==> src/ise_pkg.sv <==
// shared types and constants for the insertion sort engine
package ise_pkg;

  localparam int unsigned KeyWidth = 16;

  typedef logic [KeyWidth-1:0] key_t;

  typedef struct packed {
    key_t key;
    logic final_item;
  } in_item_t;

  typedef struct packed {
    key_t sorted_key;
    logic end_of_run;
    logic overflow;
  } out_item_t;

  // per-cycle command broadcast to every cell of the chain
  typedef struct packed {
    logic insert;
    logic drain;
  } cell_ctl_t;

endpackage

==> src/ise_cell.sv <==
// one cell of the sorting chain: holds a single key and shifts with its neighbors
module ise_cell #(
  parameter int unsigned KEY_BITS = 16
) (
  input  logic                  clk_i,
  input  ise_pkg::cell_ctl_t    ctl_i,
  input  logic                  valid_i,
  input  logic [KEY_BITS-1:0]   ins_key_i,
  input  logic                  prev_gt_i,
  input  logic [KEY_BITS-1:0]   prev_key_i,
  input  logic [KEY_BITS-1:0]   next_key_i,
  output logic                  gt_o,
  output logic [KEY_BITS-1:0]   key_o
);

  logic [KEY_BITS-1:0] key_q;
  logic [KEY_BITS-1:0] key_d;

  // an empty cell counts as greater, so the new key lands at the first free slot
  assign gt_o = !valid_i || (key_q > ins_key_i);

  always_comb begin
    key_d = key_q;
    if (ctl_i.insert && gt_o) begin
      key_d = prev_gt_i ? prev_key_i : ins_key_i;
    end else if (ctl_i.drain) begin
      key_d = next_key_i;
    end
  end

  always_ff @(posedge clk_i) begin
    key_q <= key_d;
  end

  assign key_o = key_q;

endmodule

==> config.mk <==
export PLATFORM = sky130hd
export DESIGN_NAME = ise_cell
export DESIGN_NICKNAME = d
export VERILOG_FILES = /design/src/ise_pkg.sv /design/src/ise_cell.sv
export SDC_FILE = /design/constraint.sdc
export NUM_CORES = 1
export LEC_CHECK = 0
export BUFFER_PORTS_ARGS = -buffer_cell sky130_fd_sc_hd__buf_2
export CORE_MARGIN = 8
export CORE_UTILIZATION = 49
export CTS_CLUSTER_DIAMETER = 50
export DETAILED_ROUTE_END_ITERATION = 10
export PLACE_DENSITY_LB_ADDON = 0.3
export RECOVER_POWER = 25
export SYNTH_ARGS = -nofsm -noshare
export SYNTH_HDL_FRONTEND = slang
export SYNTH_SLANG_ARGS = --single-unit
==> constraint.sdc <==
create_clock -name clk_i -period 7.32 [get_ports clk_i]
set_input_delay 1.83 -clock clk_i [delete_from_list [all_inputs] [get_ports clk_i]]
set_output_delay 1.83 -clock clk_i [all_outputs]
set_load 0.05 [all_outputs]
## After elaboration in Yosys (flattened, before gate mapping)

Index checks and enable logic that the tools add are counted.

- Flip-flop bits (word level): 16
- Latch bits: 0
- Memory bits (writable): 0
- ROM bits: 0
- Output and inout port bits: 17
- Memories: 0

- Add/subtract/negate cells: 0
- Multipliers: 0
- Divide/modulo/power cells: 0
- Magnitude comparators: 1
- Equal/unequal tests: 0
- Shift-type cells: 0
- Mux-type cells: 3
- Bitwise gates (word level): 0
- Reductions and logical operators: 4

Operators by type and width:

| operator | count |
|---|---|
| 16-bit 2-to-1 mux | 3 |
| 16-bit greater-than comparator | 1 |
| 2-bit nonzero test | 1 |
| 1-bit logical AND | 1 |
| 1-bit zero test | 1 |
| 1-bit logical OR | 1 |

## Logic depth before layout (Yosys ltp)

- Word-level depth: 4
- Mapped depth: 9
- Depth with buffers taken out: 7

## Least setup slack after synthesis

OpenSTA, ideal clock, no wires.

- Path kind: input to output
- Start: input ins_key_i[15]
- End: output gt_o
- Arrival time: 4.067 ns
- Required time: 5.490 ns
- Path slack: 1.423 ns
- Stages: 7
- Buffers on the path: 0
- Path through: inv_1 -> ha_1 -> nand4_2 -> nor4_1 -> a21boi_1 -> nor4_1 -> o21ai_0

- Cells in the longest elaborated chain, start to end: 2

Ends and longest elaborated chain:

| what | line | text |
|---|---|---|
| start: declaration | ise_cell.sv:8 | `input logic [KEY_BITS-1:0] ins_key_i,` |
| 16-bit greater-than comparator | ise_cell.sv:20 | `assign gt_o = !valid_i \|\| (key_q > ins_key_i);` |
| 1-bit logical OR | ise_cell.sv:20 |  |
| end: declaration | ise_cell.sv:12 | `output logic gt_o,` |

No other way between the ends.

## Worst setup path in the final report

Ends and elaborated chain as after synthesis.

==> metrics.txt <==
Starting DRT DRC Count=34; Critical Path Max Stage Delay=0.49 ns; Largest register FFs=16; final wirelength=3260 um; Lkg Pwr=0.845 nW; proportion of netlist area held by the largest area contributor=36.0%; Layout area overhead=26.2%; post-detailed-route wirelength per cell=14.2 um; first-pass GRT wire length=4810 um; Finished Layout Cells=230; number of H-tree levels=1; clock slew at the register clock pins of the worst setup and hold paths=0.10 ns; clk sinks=16; DRT Pass-1 Iters=4; largest net degree at the start of global routing=32; sequence of cells on the critical path=buf_2 > inv_1 > ha_1 > nand4_2 > nor4_1 > a21boi_1 > nor4_1 > o21ai_0 > buf_2; Unique masters post-synth=28; Max Fclk=181 MHz; number of routed nets with antenna violations=0; TritonCTS clock tree=done; crit-path max FO=4; Avg Synthesized Cell Area=10.1 um2; PortBufs=69; status=finished clean; Clock Path Buffers=2; top cells by area, synth=edfxtp_1, ha_1, mux2_4, o21ai_0, mux2_2; GR peak layer=met2; die area=4650 um2; DR DRC count=0; Post-Syn Instances=132; dpl hpwl=2700 um; TNS Setup=0 ns; synthesized flop and latch total=16; Worst Setup End Kind=output pin; post_cts resized=0; vias in the first global route=1,142; WP data arrival=3.69 ns; clock period minus worst slack=5.52 ns; Critical Path RT=5.49 ns; startpoint types=input port; final hold violations=0; Worst slew margin=35.0%; I/O pin count=70; Main synth FF type=edfxtp_1; row count=19; Total Power=299 uW; Max-Cap Viols=0; Total GRT Usage=13.5%; clk root buf=clkbuf_4; maximum vdd drop=0.115 mV; power density cells=178 nW/um2; met3 GRT Util=4.75%; met1 usage=14.9%; Core Footprint=2660 um2; FF+latch area=480 um2; Die Height=68.2 um; synthesized area=1330 um2; Clock Latency Late Sink=0.29 ns; critical path class=in -> out; setup repair bufs after CTS=0; vias per cell=5.08; final net count=270; CP delay by family, top=simple AND/OR/NAND/NOR gates; worst slew pin tran=0.976 ns; grt total ovfl=0; share of cells above drive strength 1=40.2%; Antenna Cells=0; largest area contributor in the netlist=edfxtp_1; synth warn=0; Crit-path slowest cell=nor4_1; fin crit share=75.4%; TritonCTS buffer count=3; Initial Utilization=50.1%; # fillers=248; RSZ-0062 raised after global routing=false; Seq/Total Area, Yosys=36.0%; Post-synth EDFFs=16; Synthesized Nets=201; Placed Instances=227; initial antenna violation count=0; post-route clock skew=0.00603 ns; met2 Use GR=23.3%; Via Count=1,169; final core utilization=63.2%; # setup viols final=0; fin. max-slew vios=0; Die Wd=68.2 um; gpl congestion=0.779; area of the multi-input gates=751 um2; fraction of registers with async set or reset after synthesis=0%; WP buf/inv=3; worst hold path type=reg -> reg; hold buffer count at cts=0
## stage by stage
stage / setup WS, ns / hold WS [ns] / area [um2]
CTS: 1.83 / 1.58 / 1700
floorplan: 1.42 / 1.48 / 1330
global placement: 1.93 / 1.53 / 1680
finish: 1.80 / 1.56 / 1680
detailed placement: 1.83 / 1.55 / 1680
global route: 1.68 / 1.67 / 1680
## cell type report
type                    instances  share of cell area, %
multi-input cells              95                   44.6
well taps                      31                   2.30
clock buffers                   3                   1.34
flip-flops and latches         16                   28.6
repair buffers                 69                   19.6
inverters                      16                   3.57
## cell usage after synthesis, drive strengths merged (2+ instances only)
master,number
a21oi,5
and2,2
buf,2
clkbuf,3
edfxtp,16
ha,16
inv,16
mux2,17
nand2,19
nand4,3
nor4,2
o21ai,18
## layer usage
layer / up-vias / part of all wire (%)
met5: - / 0
met4: 0 / 1.4
met3: 5 / 8.2
met2: 36 / 51
met1: 519 / 40
li1: 609 / -
## cell families (layout without fill, tap and decap cells)
kind of cell | count (synthesis) | after routing | share of synthesized area [%]
and+or+nand+nor | 34 | 34 | 12.7
AOI/OAI and AO/OA | 28 | 28 | 11.7
buffers and inverters | 21 | 88 | 7.69
muxes | 17 | 17 | 16.9
adders and majority gates | 16 | 16 | 15.0
DFF | 16 | 16 | 36.0
## power by group
| part | internal (mW) | switching (mW) | total [mW] |
|---|---|---|---|
| Sequential | 0.116 | 0.00600 | 0.122 |
| Combinational | 0.0464 | 0.0818 | 0.128 |
| Clock | 0.0191 | 0.0300 | 0.0491 |
## final timing paths
check	startpoint	end	slack [ns]	cells past startpoint
worst max-delay path	ins_key_i[15]	gt_o	1.80	9
worst min-delay path	key_o[2]	key_o[7]	1.56	5
worst min register to register	key_o[2]	key_o[7]	1.56	5
worst max register to register	key_o[15]	key_o[13]	3.93	6
## worst min-delay path: stages, from the launching register on
cell and delay [ns]:
edfxtp_1 0.36, ha_1 0.13, and2_1 0.14, nand4_1 0.09, o311a_1 0.43, mux2_4 0.30
## layout by cell type, fill, tap and decap left out, drive strengths merged, types with 2 or more instances in the layout
| cell | count |
|---|---|
| buf | 57 |
| nand2 | 19 |
| o21ai | 18 |
| mux2 | 17 |
| inv | 16 |
| ha | 16 |
| edfxtp | 16 |
| clkbuf | 15 |
| a21oi | 5 |
| nand4 | 3 |
| nor4 | 2 |
| and2 | 2 |
No activity file was read; power rests on OpenSTA's default activity.
